$ cat config.mk
export PLATFORM = sky130hd
export DESIGN_NAME = multi_axis_step_pulse_generator_unit_flat
export DESIGN_NICKNAME = d
export VERILOG_FILES = /design/src/rtl/core/msp_pkg.sv /design/src/rtl/core/msp_if.sv /design/src/rtl/core/msp_axis.sv /design/src/rtl/core/multi_axis_step_pulse_generator_unit.sv /design/src/flat_wrapper.sv
export SDC_FILE = /design/constraint.sdc
export NUM_CORES = 1
export LEC_CHECK = 0
export BUFFER_PORTS_ARGS = -buffer_cell sky130_fd_sc_hd__buf_2
export CAP_MARGIN = 20
export CORE_ASPECT_RATIO = 0.6
export CORE_MARGIN = 1
export CORE_UTILIZATION = 45
export CTS_BUF_LIST = sky130_fd_sc_hd__clkbuf_2
export DETAILED_ROUTE_END_ITERATION = 8
export SLEW_MARGIN = 20
export SYNTH_ARGS = -nofsm -noshare
export SYNTH_HDL_FRONTEND = slang
export SYNTH_HIERARCHICAL = 1
export SYNTH_SLANG_ARGS = --single-unit
$ cat constraint.sdc
create_clock -name clk_i -period 5.7 [get_ports clk_i]
set_clock_uncertainty 0.15 [all_clocks]
set_input_delay 1.14 -clock clk_i [delete_from_list [all_inputs] [get_ports clk_i]]
set_output_delay 1.14 -clock clk_i [all_outputs]
set_load 0.05 [all_outputs]
$ cat src/rtl/core/msp_pkg.sv
// Shared types and constants for the multi-axis step pulse generator.
`default_nettype none

package msp_pkg;

  localparam int unsigned SelW      = 3;
  localparam int unsigned PosW      = 16;
  localparam int unsigned DlyW      = 15;
  localparam int unsigned WakeW     = 16;
  localparam int unsigned CfgDataW  = 16;
  localparam int unsigned CfgIdxW   = 2;
  localparam int unsigned VisAxes   = 3;
  localparam int unsigned MaxMotors = 8;

  localparam int unsigned MotorCountDef = 3;

  localparam logic [PosW-1:0]  TopLimitRst     = 16'd45000;
  localparam logic [DlyW-1:0]  DefaultDelayRst = 15'd125;
  localparam logic [WakeW-1:0] WakeTicksRst    = 16'd5000;

  typedef enum logic [1:0] {
    ERR_OK        = 2'd0,
    ERR_BAD_MOTOR = 2'd1,
    ERR_LIMIT     = 2'd2,
    ERR_BUSY      = 2'd3
  } err_e;

  typedef enum logic [CfgIdxW-1:0] {
    CFG_TOP_LIMIT     = 2'd0,
    CFG_DEFAULT_DELAY = 2'd1,
    CFG_WAKE_TICKS    = 2'd2
  } cfg_idx_e;

  typedef enum logic {
    ACT_TICK = 1'b0,
    ACT_SET  = 1'b1
  } action_e;

  // Per-axis control for one request.
  typedef struct packed {
    logic            commit;
    logic            set;
    logic            start;
    logic            step;
    logic [PosW-1:0] goal;
    logic [DlyW-1:0] delay;
  } axis_ctrl_t;

  // Per-axis status: current off-target flag and next-state values.
  typedef struct packed {
    logic            off_q;
    logic            off_d;
    logic [PosW-1:0] pos_d;
    logic            step_d;
    logic            dir_d;
  } axis_stat_t;

endpackage

`default_nettype wire

$ cat src/rtl/core/msp_if.sv
// Handshake interfaces for the request, result and configuration channels.
`default_nettype none

interface msp_in_if import msp_pkg::*; ();
  logic            valid;
  logic            ready;
  logic            action;
  logic [SelW-1:0] motor_select;
  logic [PosW-1:0] goal_position;
  logic [DlyW-1:0] half_period;

  modport source (output valid, action, motor_select, goal_position, half_period,
                  input ready);
  modport sink   (input valid, action, motor_select, goal_position, half_period,
                  output ready);
endinterface

interface msp_out_if import msp_pkg::*; ();
  logic               valid;
  logic               ready;
  logic [VisAxes-1:0] step_lines;
  logic [VisAxes-1:0] dir_lines;
  logic               drive_enable;
  logic               busy_res;
  logic               move_done;
  logic [1:0]         error_code;
  logic [PosW-1:0]    selected_position;

  modport source (output valid, step_lines, dir_lines, drive_enable, busy_res,
                  move_done, error_code, selected_position, input ready);
  modport sink   (input valid, step_lines, dir_lines, drive_enable, busy_res,
                  move_done, error_code, selected_position, output ready);
endinterface

interface msp_cfg_if import msp_pkg::*; ();
  logic                valid;
  logic                ready;
  logic [CfgIdxW-1:0]  index;
  logic [CfgDataW-1:0] data;

  modport source (output valid, index, data, input ready);
  modport sink   (input valid, index, data, output ready);
endinterface

`default_nettype wire

$ cat src/rtl/core/msp_axis.sv
// One stepper axis: position, target, half-period, step timer and line levels.
`default_nettype none

module msp_axis import msp_pkg::*; (
  input  logic       clk_i,
  input  logic       rst_ni,
  input  axis_ctrl_t ctrl_i,
  output axis_stat_t stat_o
);

  logic [PosW-1:0] pos_q, pos_d, tgt_q, tgt_d;
  logic [DlyW-1:0] dly_q, dly_d, ela_q, ela_d, ela_inc;
  logic            stp_q, stp_d, dir_q, dir_d;
  logic            off, up;

  assign off     = (pos_q != tgt_q);
  assign up      = (tgt_q > pos_q);
  assign ela_inc = ela_q + 15'd1;

  always_comb begin
    pos_d = pos_q;
    tgt_d = tgt_q;
    dly_d = dly_q;
    ela_d = ela_q;
    stp_d = stp_q;
    dir_d = dir_q;
    if (ctrl_i.set) begin
      tgt_d = ctrl_i.goal;
      dly_d = ctrl_i.delay;
    end
    if (ctrl_i.start) begin
      if (off) begin
        dir_d = up;
      end
      ela_d = '0;
    end
    if (ctrl_i.step && off) begin
      // The timer wraps to zero, which also counts as expiry.
      if ((ela_inc >= dly_q) || (ela_inc == '0)) begin
        ela_d = '0;
        stp_d = ~stp_q;
        // A falling step edge moves the axis one step.
        if (stp_q) begin
          pos_d = up ? (pos_q + 16'd1) : (pos_q - 16'd1);
        end
      end else begin
        ela_d = ela_inc;
      end
    end
  end

  always_ff @(posedge clk_i or negedge rst_ni) begin
    if (!rst_ni) begin
      pos_q <= '0;
      tgt_q <= '0;
      dly_q <= DefaultDelayRst;
      ela_q <= '0;
      stp_q <= 1'b0;
      dir_q <= 1'b0;
    end else if (ctrl_i.commit) begin
      pos_q <= pos_d;
      tgt_q <= tgt_d;
      dly_q <= dly_d;
      ela_q <= ela_d;
      stp_q <= stp_d;
      dir_q <= dir_d;
    end
  end

  assign stat_o.off_q  = off;
  assign stat_o.off_d  = (pos_d != tgt_d);
  assign stat_o.pos_d  = pos_d;
  assign stat_o.step_d = stp_d;
  assign stat_o.dir_d  = dir_d;

endmodule

`default_nettype wire

$ cat src/rtl/core/multi_axis_step_pulse_generator_unit.sv
// Top level of the multi-axis step and direction pulse generator.
// Usage: each request on in_i is either a one-microsecond tick or a set-target
// command for one motor. Every request yields exactly one result on out_o with
// the step and direction line levels, the drive enable, the busy flag, a
// move-done pulse, an error code for set-target commands and the position of
// the selected motor. Configuration registers (top limit, default half-period,
// wake time) are written over cfg_i, which is always ready; write them only
// while the block is idle.
// A request is loaded into the request register at the accepting edge, and the
// axis update fills the result register from it as soon as the result register
// is free or being taken by the receiver.
// Throughput is one request per cycle; all axis timers update in parallel in
// the single update stage, so nothing limits the rate but the handshakes.
// When the receiver stalls, the result register holds its value and the
// request register fills; once both are full, in_i.ready drops until the
// receiver takes a result.
// Reset clears all positions and targets to zero, sets every axis half-period
// to 125 ticks, drops the drive enable and loads the register defaults.
`default_nettype none

module multi_axis_step_pulse_generator_unit import msp_pkg::*; #(
  parameter int unsigned MOTOR_COUNT = MotorCountDef
) (
  input  logic      clk_i,
  input  logic      rst_ni,
  msp_in_if.sink    in_i,
  msp_out_if.source out_o,
  msp_cfg_if.sink   cfg_i
);

  localparam logic [SelW:0] MotorCountW = (SelW+1)'(MOTOR_COUNT);

  // Configuration registers.
  logic [PosW-1:0]  top_limit_q;
  logic [DlyW-1:0]  default_delay_q;
  logic [WakeW-1:0] wake_ticks_q;

  assign cfg_i.ready = 1'b1;

  always_ff @(posedge clk_i or negedge rst_ni) begin
    if (!rst_ni) begin
      top_limit_q     <= TopLimitRst;
      default_delay_q <= DefaultDelayRst;
      wake_ticks_q    <= WakeTicksRst;
    end else if (cfg_i.valid) begin
      case (cfg_idx_e'(cfg_i.index))
        CFG_TOP_LIMIT:     top_limit_q     <= cfg_i.data;
        CFG_DEFAULT_DELAY: default_delay_q <= cfg_i.data[DlyW-1:0];
        CFG_WAKE_TICKS:    wake_ticks_q    <= cfg_i.data;
        default: ;
      endcase
    end
  end

  // Request register.
  logic            req_valid_q;
  logic            req_action_q;
  logic [SelW-1:0] req_sel_q;
  logic [PosW-1:0] req_goal_q;
  logic [DlyW-1:0] req_half_q;
  logic            out_valid_q;
  logic            advance;

  assign advance    = req_valid_q && (!out_valid_q || out_o.ready);
  assign in_i.ready = !req_valid_q || advance;

  always_ff @(posedge clk_i or negedge rst_ni) begin
    if (!rst_ni) begin
      req_valid_q <= 1'b0;
    end else if (in_i.ready) begin
      req_valid_q <= in_i.valid;
    end
  end

  always_ff @(posedge clk_i) begin
    if (in_i.ready && in_i.valid) begin
      req_action_q <= in_i.action;
      req_sel_q    <= in_i.motor_select;
      req_goal_q   <= in_i.goal_position;
      req_half_q   <= in_i.half_period;
    end
  end

  // Move sequencing state.
  logic             enabled_q, enabled_d;
  logic [WakeW-1:0] wake_q, wake_d;

  axis_ctrl_t ctrl [MOTOR_COUNT];
  axis_stat_t stat [MOTOR_COUNT];

  logic            any_off_q, any_off_d;
  logic            is_tick, sel_bad, set_ok, start, wake_dec, stepping, done;
  err_e            err;
  logic [DlyW-1:0] set_delay;

  always_comb begin
    any_off_q = 1'b0;
    any_off_d = 1'b0;
    for (int i = 0; i < MOTOR_COUNT; i++) begin
      any_off_q = any_off_q | stat[i].off_q;
      any_off_d = any_off_d | stat[i].off_d;
    end
  end

  assign is_tick = (action_e'(req_action_q) == ACT_TICK);
  assign sel_bad = ({1'b0, req_sel_q} >= MotorCountW);

  // Set-target checks in priority order: motor, limit, busy.
  always_comb begin
    if (is_tick) begin
      err = ERR_OK;
    end else if (sel_bad) begin
      err = ERR_BAD_MOTOR;
    end else if (req_goal_q > top_limit_q) begin
      err = ERR_LIMIT;
    end else if (enabled_q) begin
      err = ERR_BUSY;
    end else begin
      err = ERR_OK;
    end
  end

  assign set_ok    = !is_tick && (err == ERR_OK);
  assign set_delay = (req_half_q != '0) ? req_half_q : default_delay_q;
  assign start     = is_tick && !enabled_q && any_off_q;
  assign wake_dec  = is_tick && enabled_q && (wake_q != '0);
  assign stepping  = is_tick && enabled_q && (wake_q == '0);
  assign done      = stepping && !any_off_d;

  always_comb begin
    enabled_d = enabled_q;
    wake_d    = wake_q;
    if (start) begin
      enabled_d = 1'b1;
      wake_d    = wake_ticks_q;
    end else if (wake_dec) begin
      wake_d = wake_q - 16'd1;
    end else if (done) begin
      enabled_d = 1'b0;
    end
  end

  always_ff @(posedge clk_i or negedge rst_ni) begin
    if (!rst_ni) begin
      enabled_q <= 1'b0;
      wake_q    <= '0;
    end else if (advance) begin
      enabled_q <= enabled_d;
      wake_q    <= wake_d;
    end
  end

  // Axes.
  for (genvar g = 0; g < MOTOR_COUNT; g++) begin : g_axis
    always_comb begin
      ctrl[g].commit = advance;
      ctrl[g].set    = set_ok && (req_sel_q == SelW'(g));
      ctrl[g].start  = start;
      ctrl[g].step   = stepping;
      ctrl[g].goal   = req_goal_q;
      ctrl[g].delay  = set_delay;
    end

    msp_axis u_axis (
      .clk_i  (clk_i),
      .rst_ni (rst_ni),
      .ctrl_i (ctrl[g]),
      .stat_o (stat[g])
    );
  end

  // Result assembly. Only the first three motors appear on the line outputs.
  logic [VisAxes-1:0] steps_d, dirs_d;
  logic [PosW-1:0]    sel_pos_d;

  always_comb begin
    steps_d   = '0;
    dirs_d    = '0;
    sel_pos_d = '0;
    for (int i = 0; i < VisAxes; i++) begin
      if (i < MOTOR_COUNT) begin
        steps_d[i] = stat[i].step_d;
        dirs_d[i]  = stat[i].dir_d;
      end
    end
    for (int i = 0; i < MOTOR_COUNT; i++) begin
      if (req_sel_q == SelW'(i)) begin
        sel_pos_d = stat[i].pos_d;
      end
    end
  end

  // Result register.
  logic [VisAxes-1:0] out_steps_q, out_dirs_q;
  logic               out_enable_q, out_busy_q, out_done_q;
  err_e               out_err_q;
  logic [PosW-1:0]    out_pos_q;

  always_ff @(posedge clk_i or negedge rst_ni) begin
    if (!rst_ni) begin
      out_valid_q <= 1'b0;
    end else if (advance) begin
      out_valid_q <= 1'b1;
    end else if (out_o.ready) begin
      out_valid_q <= 1'b0;
    end
  end

  always_ff @(posedge clk_i) begin
    if (advance) begin
      out_steps_q  <= steps_d;
      out_dirs_q   <= dirs_d;
      out_enable_q <= enabled_d;
      out_busy_q   <= any_off_d;
      out_done_q   <= done;
      out_err_q    <= err;
      out_pos_q    <= sel_pos_d;
    end
  end

  assign out_o.valid             = out_valid_q;
  assign out_o.step_lines        = out_steps_q;
  assign out_o.dir_lines         = out_dirs_q;
  assign out_o.drive_enable      = out_enable_q;
  assign out_o.busy_res          = out_busy_q;
  assign out_o.move_done         = out_done_q;
  assign out_o.error_code        = out_err_q;
  assign out_o.selected_position = out_pos_q;

`ifndef SYNTHESIS
  // The wake counter only runs while the drivers are enabled.
  a_wake_enabled: assert property (@(posedge clk_i) disable iff (!rst_ni)
    (wake_q != '0) |-> enabled_q)
    else $error("wake counter running with drivers disabled");

  // A finished move always drops the drive enable in the same result.
  a_done_disables: assert property (@(posedge clk_i) disable iff (!rst_ni)
    (out_valid_q && out_done_q) |-> (!out_enable_q && !out_busy_q))
    else $error("move done reported while still enabled or busy");

  // Every request leaving the request register lands in the result register.
  a_advance_fills: assert property (@(posedge clk_i) disable iff (!rst_ni)
    advance |=> out_valid_q)
    else $error("result lost after update stage");
`endif

endmodule

`default_nettype wire
$ cat src/flat_wrapper.sv
// flat-port wrapper written by rule: the top's interface ports become plain ports
module multi_axis_step_pulse_generator_unit_flat import msp_pkg::*;
#(
  parameter int unsigned MOTOR_COUNT = MotorCountDef
)
  (clk_i, rst_ni, in_i_valid, in_i_action, in_i_motor_select, in_i_goal_position, in_i_half_period, in_i_ready, out_o_valid, out_o_step_lines, out_o_dir_lines, out_o_drive_enable, out_o_busy_res, out_o_move_done, out_o_error_code, out_o_selected_position, out_o_ready, cfg_i_valid, cfg_i_index, cfg_i_data, cfg_i_ready);
  msp_in_if in_i_i ();
  msp_out_if out_o_i ();
  msp_cfg_if cfg_i_i ();
  input  logic clk_i;
  input  logic rst_ni;
  input wire logic [$bits(in_i_i.valid)-1:0] in_i_valid;
  input wire logic [$bits(in_i_i.action)-1:0] in_i_action;
  input wire logic [$bits(in_i_i.motor_select)-1:0] in_i_motor_select;
  input wire logic [$bits(in_i_i.goal_position)-1:0] in_i_goal_position;
  input wire logic [$bits(in_i_i.half_period)-1:0] in_i_half_period;
  output wire logic [$bits(in_i_i.ready)-1:0] in_i_ready;
  output wire logic [$bits(out_o_i.valid)-1:0] out_o_valid;
  output wire logic [$bits(out_o_i.step_lines)-1:0] out_o_step_lines;
  output wire logic [$bits(out_o_i.dir_lines)-1:0] out_o_dir_lines;
  output wire logic [$bits(out_o_i.drive_enable)-1:0] out_o_drive_enable;
  output wire logic [$bits(out_o_i.busy_res)-1:0] out_o_busy_res;
  output wire logic [$bits(out_o_i.move_done)-1:0] out_o_move_done;
  output wire logic [$bits(out_o_i.error_code)-1:0] out_o_error_code;
  output wire logic [$bits(out_o_i.selected_position)-1:0] out_o_selected_position;
  input wire logic [$bits(out_o_i.ready)-1:0] out_o_ready;
  input wire logic [$bits(cfg_i_i.valid)-1:0] cfg_i_valid;
  input wire logic [$bits(cfg_i_i.index)-1:0] cfg_i_index;
  input wire logic [$bits(cfg_i_i.data)-1:0] cfg_i_data;
  output wire logic [$bits(cfg_i_i.ready)-1:0] cfg_i_ready;
  assign in_i_i.valid = in_i_valid;
  assign in_i_i.action = in_i_action;
  assign in_i_i.motor_select = in_i_motor_select;
  assign in_i_i.goal_position = in_i_goal_position;
  assign in_i_i.half_period = in_i_half_period;
  assign in_i_ready = in_i_i.ready;
  assign out_o_valid = out_o_i.valid;
  assign out_o_step_lines = out_o_i.step_lines;
  assign out_o_dir_lines = out_o_i.dir_lines;
  assign out_o_drive_enable = out_o_i.drive_enable;
  assign out_o_busy_res = out_o_i.busy_res;
  assign out_o_move_done = out_o_i.move_done;
  assign out_o_error_code = out_o_i.error_code;
  assign out_o_selected_position = out_o_i.selected_position;
  assign out_o_i.ready = out_o_ready;
  assign cfg_i_i.valid = cfg_i_valid;
  assign cfg_i_i.index = cfg_i_index;
  assign cfg_i_i.data = cfg_i_data;
  assign cfg_i_ready = cfg_i_i.ready;
  multi_axis_step_pulse_generator_unit #(.MOTOR_COUNT(MOTOR_COUNT)) u_core (.clk_i(clk_i), .rst_ni(rst_ni), .in_i(in_i_i), .out_o(out_o_i), .cfg_i(cfg_i_i));
endmodule
==> metrics.txt, run 1 <==
status=complete, but fails checks; failing checks=negative setup slack; Final setup viols=3; worst-margin pin slew=991.4 ps; IO Port Bufs=86; Area after DPL=23,430 µm²; Worst R2R Setup Slack=-270 ps; Boundary Pins=88; Final nets=2,660; GRT Util Overall=0.2708; Top FF cell, synth=dfrtp_1; via count=17,690; drt drc=0; area share of the largest cell type after synthesis=0.2615; met2 wire length=24.97 mm; CP peak stage delay=440 ps; areal power density over the cells=294.3 nW/µm²; DRT met1 WL=32.10 mm; layout cells sized above 1=0.3057; synthesis-stage register bit count=320; Fillers=4,170; drt first pass iters=5; Yosys cell types=107; CP Cell Sequence=ha_1, nand4_1, nor3_4, o211ai_1, o211ai_1, nand2_2, buf_8, ha_4, or3_4, o21a_1, a221o_1, o41ai_2, xor2_1, nor3_1, buf_4, xnor2_2, xnor2_1, or4_4, or3_4, nand4b_1, nor2_1, o21ai_1; setup TNS=-576.6 ps; CP Launch Type=flip-flop; WP data required=6300 ps; FMAX=167.6 MHz; Die Wd=281.2 µm; critical path class=flip-flop to flip-flop; Area Overhead vs Synth=18.38%; post-synthesis instance total=2,122; Yosys top cell by area=dfrtp_1; initial core utilization=0.4628; vias in the first global route=17,080; core area=45,490 µm²; Max clock buf depth=3; HP Class=input pin to flip-flop; synthesized cell area=21,050 µm²; Crit. End Element=flip-flop; gr ovfl total=0; minimum clock period=5965 ps; post-synthesis sequential area ratio=0.3973; clock sinks=320; most frequent cells in the layout=buf_4 (246), dfrtp_1 (220), nand2_1 (175), inv_1 (151), ha_1 (143); P_leak=11.50 nW; Slew Limit Headroom=0.3390; Reg clk slew, reported paths=110 ps; CTS tree=built; DRT Wirelength=64.25 mm; crit-path max FO=6; die area=47,680 µm²; post-route cell area=24,920 µm²; Ys Warns=6; Slew Limit Fails=0; Syn Nets=2,338; largest net degree at the start of global routing=108; Crit path arrival time=6570 ps; initial antenna violation count=6; MaxCap Viol Count=0; most common cell after layout, fill and taps aside=buf_4; Slowest cell on crit path=or4_4; Hold Vio Cnt, Final=0; Initial DRC Count=1,527; RD Place Congestion=0.9504; Top Layer Used=met4; number of synthesized flops with an enable pin=62; post-DP HPWL=47.97 mm; CTS Buf Count=80; die height=169.5 µm; clk_lat worst skew=1020 ps; RSZ-0062 raised after global routing=yes; post-route antenna net violation count=0; average vias per placed instance=5.645; metal3 WL=6.126 mm; root buf cell=clkbuf_2; Avg Synthesized Cell Area=9.922 µm²; site row count=60; Synth area leaders=dfrtp_1 (26%), ha_1 (9.2%), edfxtp_1 (8.8%), mux2_2 (7.4%), dfstp_2 (4.7%); maximum vdd drop=0.1873 mV; first-pass GRT wire length=98.39 mm; Tcrit/Tclk final=1.047; post-route worst setup slack=-265.3 ps; delay-heaviest family, CP=simple AND/OR/NAND/NOR gates; H-Tree Depth=3; Buf/Inv on CP=2; Routed WL per cell=20.50 µm; ys async rst share=0.8063
[worst paths after layout]
path                                                     to                         startpoint  cells past startpoint
max                               u_core/out_o.drive_enable  u_core/g_axis[1].u_axis/tgt_q[14]                     22
min                                    u_core/req_goal_q[8]              in_i_goal_position[8]                      1
max reg2reg                       u_core/out_o.drive_enable  u_core/g_axis[1].u_axis/tgt_q[14]                     22
min reg2reg                   u_core/g_axis[2].u_axis/dir_q      u_core/g_axis[2].u_axis/dir_q                      1
max in group asynchronous  u_core/g_axis[1].u_axis/dly_q[6]                             rst_ni                      3
min in group asynchronous  u_core/g_axis[2].u_axis/pos_q[3]                             rst_ni                      2
[synthesized netlist by cell type (38+ instances only)]
cell type  instances
edfxtp_1          62
ha_1             155
o21ai_0          136
mux2_2           139
a21oi_1          117
nand3_1           50
dfrtp_1          220
xnor2_1           97
inv_1            157
mux2i_1           72
nor2_1           115
a21o_1            40
xor2_1            47
dfstp_2           38
clkbuf_1          54
nand2_1          178
[power breakdown]
part / switching (mW) / leakage, nW / internal, mW
Sequential: 0.137 / 3.90 / 2.57
Clock: 1.03 / 0.594 / 0.675
Combinational: 1.66 / 7.00 / 1.27
Total: 2.83 / 11.5 / 4.51
[sequential cells by signal, summed over array words and instances (netlist names), 15 cells and up]
register                        flops
u_core/out_o.selected_position     16
u_core/wake_ticks_q                16
u_core/wake_q                      16
u_core/g_axis.u_axis/tgt_q         48
u_core/g_axis.u_axis/dly_q         45
u_core/top_limit_q                 16
u_core/req_half_q                  15
u_core/g_axis.u_axis/pos_q         48
u_core/req_goal_q                  16
u_core/g_axis.u_axis/ela_q         45
u_core/default_delay_q             15
[repair_timing]
action	in CTS	in global routing
pin swaps	12	32
hold buffers	1	0
hold endpoints to repair	1	0
gates cloned	0	1
setup endpoints to repair	4	6
resized for setup	30	47
setup buffers	35	10
[layout make-up]
type,instances,area [µm²],area share
well taps,620,775.7,0.03112
clock buffers,122,610.6,0.02450
repair buffers,338,2384,0.09563
diodes,2,5.005,0.0002008
inverters,158,595.6,0.02390
clock inverters,28,185.2,0.007430
multi-input cells,1546,12000,0.4816
flip-flops and latches,320,8366,0.3356
[per-layer routing]
layer	up-vias	GRT usage
met1	8628	0.4232
met2	651	0.3559
met4	0	0.06758
li1	8328	-
met5	-	0
met3	85	0.07916
[through the flow]
| step | utilization | instances | worst slack, ps | power [mW] | hold slack (ps) |
|---|---|---|---|---|---|
| 2_1_floorplan | - | 2122 | 356.5 | 4.353 | 295.1 |
| 3_3_place_gp | 0.5150 | 2942 | -422.9 | 5.385 | 311.5 |
| 3_5_place_dp | 0.5150 | 2942 | -498.9 | 5.425 | 334.6 |
| 4_1_cts | 0.5411 | 3126 | -18.73 | 7.223 | 11.13 |
| 5_1_grt | 0.5479 | 3134 | -317.3 | 7.783 | 35.90 |
| 6_report | 0.5479 | 3134 | -265.3 | 7.334 | 147.9 |
[logic make-up (layout without fill, tap and decap cells)]
| kind of cell | after synthesis | in the layout | synth area share |
|---|---|---|---|
| fa+ha+maj | 158 | 158 | 0.09497 |
| simple gates | 566 | 566 | 0.1414 |
| buf+inv | 256 | 646 | 0.05182 |
| other cells | 1 | 3 | 0.0001781 |
| compound gates | 464 | 464 | 0.1445 |
| xor+xnor | 145 | 145 | 0.06068 |
| flops | 320 | 320 | 0.3973 |
| mux | 212 | 212 | 0.1091 |
[worst reg2reg max path: cells and delay by family (launching register included)]
| kind | cells | cell delay [ps] |
|---|---|---|
| XOR/XNOR | 3 | 340 |
| buffers and inverters | 2 | 350 |
| AND/OR/NAND/NOR | 9 | 2520 |
| adder cells (fa/ha/maj) | 2 | 490 |
| flip-flops | 1 | 420 |
| AO/OA/AOI/OAI | 6 | 1480 |
Power figures use the tool's default switching activity.
==> inputs of run 2 (changes only) <==
--- a/config.mk
+++ b/config.mk
@@ -12,6 +12,7 @@
 export CORE_UTILIZATION = 45
 export CTS_BUF_LIST = sky130_fd_sc_hd__clkbuf_2
 export DETAILED_ROUTE_END_ITERATION = 8
+export PLACE_DENSITY = 0.7
 export SLEW_MARGIN = 20
 export SYNTH_ARGS = -nofsm -noshare
 export SYNTH_HDL_FRONTEND = slang
==> run 2 against run 1 <==
Effect of this change: non-clock buffer count down 41; the run still ends with negative setup slack left; die area unchanged; routed wire length down 1.0%; sequential power about the same; combinational power down 4%; total power down 2.6%; setup slack worse by 88 ps; design area down 2.0%; clock-buffer cell count down 2; cell count down 1.5%; sequential share of layout area up 0.67 points; first-iteration DRC count up 16%.
==> metrics.txt, run 2 (synthesis gave the netlist of run 1 again) <==
FMAX=165.2 MHz (-1.4%); vias in the first global route=17,610 (+3.1%); gr ovfl total=0 (unchanged); CP peak stage delay=530 ps (+90 ps); register area=8366 µm² (unchanged); areal power density over the cells=292.3 nW/µm² (-0.66%); via count=17,740 (+0.25%); worst-margin pin slew=932.7 ps (-58.74 ps); DRT Wirelength=63.59 mm (-1.0%); Final nets=2,619 (-1.5%); IO Port Bufs=86 (unchanged); CTS Buf Count=80 (unchanged); layout cells sized above 1=0.2845 (-0.02124); Area after DPL=23,300 µm² (-0.56%); dpl ws=-866.2 ps (-367.3 ps); setup TNS=-874.6 ps (-298.0 ps); Regs by FF count=u_core/g_axis.u_axis/pos_q: 48 flops, u_core/g_axis.u_axis/tgt_q: 48 flops; Boundary Pins=88 (unchanged); WP data required=6310 ps (about the same); Fillers=4,092 (-1.9%); failing checks=negative setup slack; clock sinks=320 (unchanged); maximum vdd drop=0.2363 mV (+26%); status=complete, but fails checks; RD Place Congestion=0.9943 (+4.6%); Tcrit/Tclk final=1.062 (+0.01539); H-Tree Depth=3 (unchanged); Slew Limit Headroom=0.3782 (+0.03916); Initial DRC Count=1,765 (+16%); HP Class=input pin to flip-flop; critical path class=flip-flop to flip-flop; Final setup viols=4 (+1); post-route antenna net violation count=0 (unchanged); post-DP HPWL=47.75 mm (-0.47%); die area=47,680 µm² (unchanged); MaxCap Viol Count=0 (unchanged); root buf cell=clkbuf_2; first-pass GRT wire length=99.50 mm (+1.1%); Hold Vio Cnt, Final=0 (unchanged); Die Wd=281.2 µm (unchanged); CP Launch Type=flip-flop; die height=169.5 µm (unchanged); initial antenna violation count=2 (-4); Routed WL per cell=20.59 µm (+0.44%); clk_lat worst skew=1020 ps (about the same); site row count=60 (unchanged); RSZ-0062 raised after global routing=yes; Final Util=0.5371 (-0.01078); Crit. End Element=flip-flop; P_leak=11.23 nW (-2.4%); core area=45,490 µm² (unchanged); CTS tree=built; Area Overhead vs Synth=16.05%; multi-input gate area in the final layout=11,860 µm² (-1.2%); initial core utilization=0.4628 (unchanged); post-route cell area=24,430 µm² (-2.0%); Max clock buf depth=3 (unchanged); largest net degree at the start of global routing=113 (+4.6%); most frequent cells in the layout=dfrtp_1 (220), buf_4 (204), nand2_1 (175), inv_1 (152), ha_1 (144); most common cell after layout, fill and taps aside=dfrtp_1; most frequent cell on the critical path=o21a_1; Slowest cell on crit path=or4_4; CP Cell Sequence=ha_1, nand4_1, nor3_4, o211ai_1, o211ai_1, nand2_2, buf_12, ha_1, o21a_1, o21a_1, o21a_1, a221o_1, o41ai_2, xor2_1, nor3_2, buf_4, xnor2_4, xnor2_2, or4_4, or3_4, nand4b_1, nor2_1, o21ai_1; Slew Limit Fails=0 (unchanged); drt drc=0 (unchanged); Reg clk slew, reported paths=120 ps (about the same); minimum clock period=6053 ps (+87.71 ps); drt first pass iters=5 (unchanged); Crit path arrival time=6670 ps (+100 ps); GRT Util Overall=0.2699 (-0.0009561); crit-path max FO=7 (+1); post-route worst setup slack=-353.0 ps (-87.71 ps); average vias per placed instance=5.744 (+1.7%); Design Power=7.142 mW (-2.6%)
[run 2: changes by cell type in the layout (fill, tap and decap cells not counted), sizes merged]
cell    delta
clkinv     -5
inv        +1
buf       -41
clkbuf     -2
bufinv     -1
diode      +2
[run 2: final cells by class]
cell class	count	area share
clock inverters	23	0.005275
repair buffers	297	0.08603
clock buffers	120	0.02458
diodes	4	0.0004097
well taps	620	0.03175
flip-flops and latches	320	0.3424
multi-input cells	1546	0.4852
inverters	158	0.02438
[run 2: where the power goes]
part	internal [mW]	switching (mW)	leakage, nW
registers	2.57	0.147	3.90
logic	1.20	1.61	6.76
clock network	0.611	1.00	0.563
total	4.38	2.76	11.2
[run 2: what timing repair did]
| action | 4_1_cts | 5_1_grt |
|---|---|---|
| pin swaps | 24 | 22 |
| setup endpoints to repair | 5 | 5 |
| endpoints found under the hold margin | 66 | 0 |
| setup buffers | 18 | 1 |
| hold buffers | 1 | 0 |
| resized for setup | 34 | 9 |
[run 2: worst max-delay path: cells and delay by family (launching register included)]
kind / cells / cell delay (ps)
and+or+nand+nor: 8 / 2140
xor gates and xnor gates: 3 / 340
adders and majority gates: 2 / 610
DFF: 1 / 430
AOI/OAI and AO/OA: 8 / 1750
buffers and inverters: 2 / 360
[run 2: path summary, 6_finish.rpt]
path	start	to	slack [ps]	cells after the start
worst max register to register	u_core/g_axis[1].u_axis/tgt_q[13]	u_core/out_o.drive_enable	-350	23
worst min-delay path	in_i_goal_position[0]	u_core/req_goal_q[0]	140	1
min in group asynchronous	rst_ni	u_core/g_axis[2].u_axis/pos_q[10]	620	2
max in group asynchronous	rst_ni	u_core/wake_ticks_q[10]	3490	3
worst min register to register	u_core/g_axis[0].u_axis/pos_q[15]	u_core/g_axis[0].u_axis/pos_q[15]	330	1
worst max-delay path	u_core/g_axis[1].u_axis/tgt_q[13]	u_core/out_o.drive_enable	-350	23
[run 2: through the flow]
step / hold slack (ps) / cells
finish: 140.0 / 3088
global route: 48.82 / 3086
CTS: 31.30 / 3083
detailed placement: 313.6 / 2921
global placement: 310.7 / 2921
floorplan: 295.1 / 2122
[run 2: metal layers]
layer / GRT usage / vias up / wire, µm
met1: 0.4089 / 8663 / 30190
met3: 0.08095 / 95 / 6729
li1: - / 8203 / -
met5: 0 / - / 0
met4: 0.06640 / 0 / 1076
met2: 0.3691 / 775 / 25590
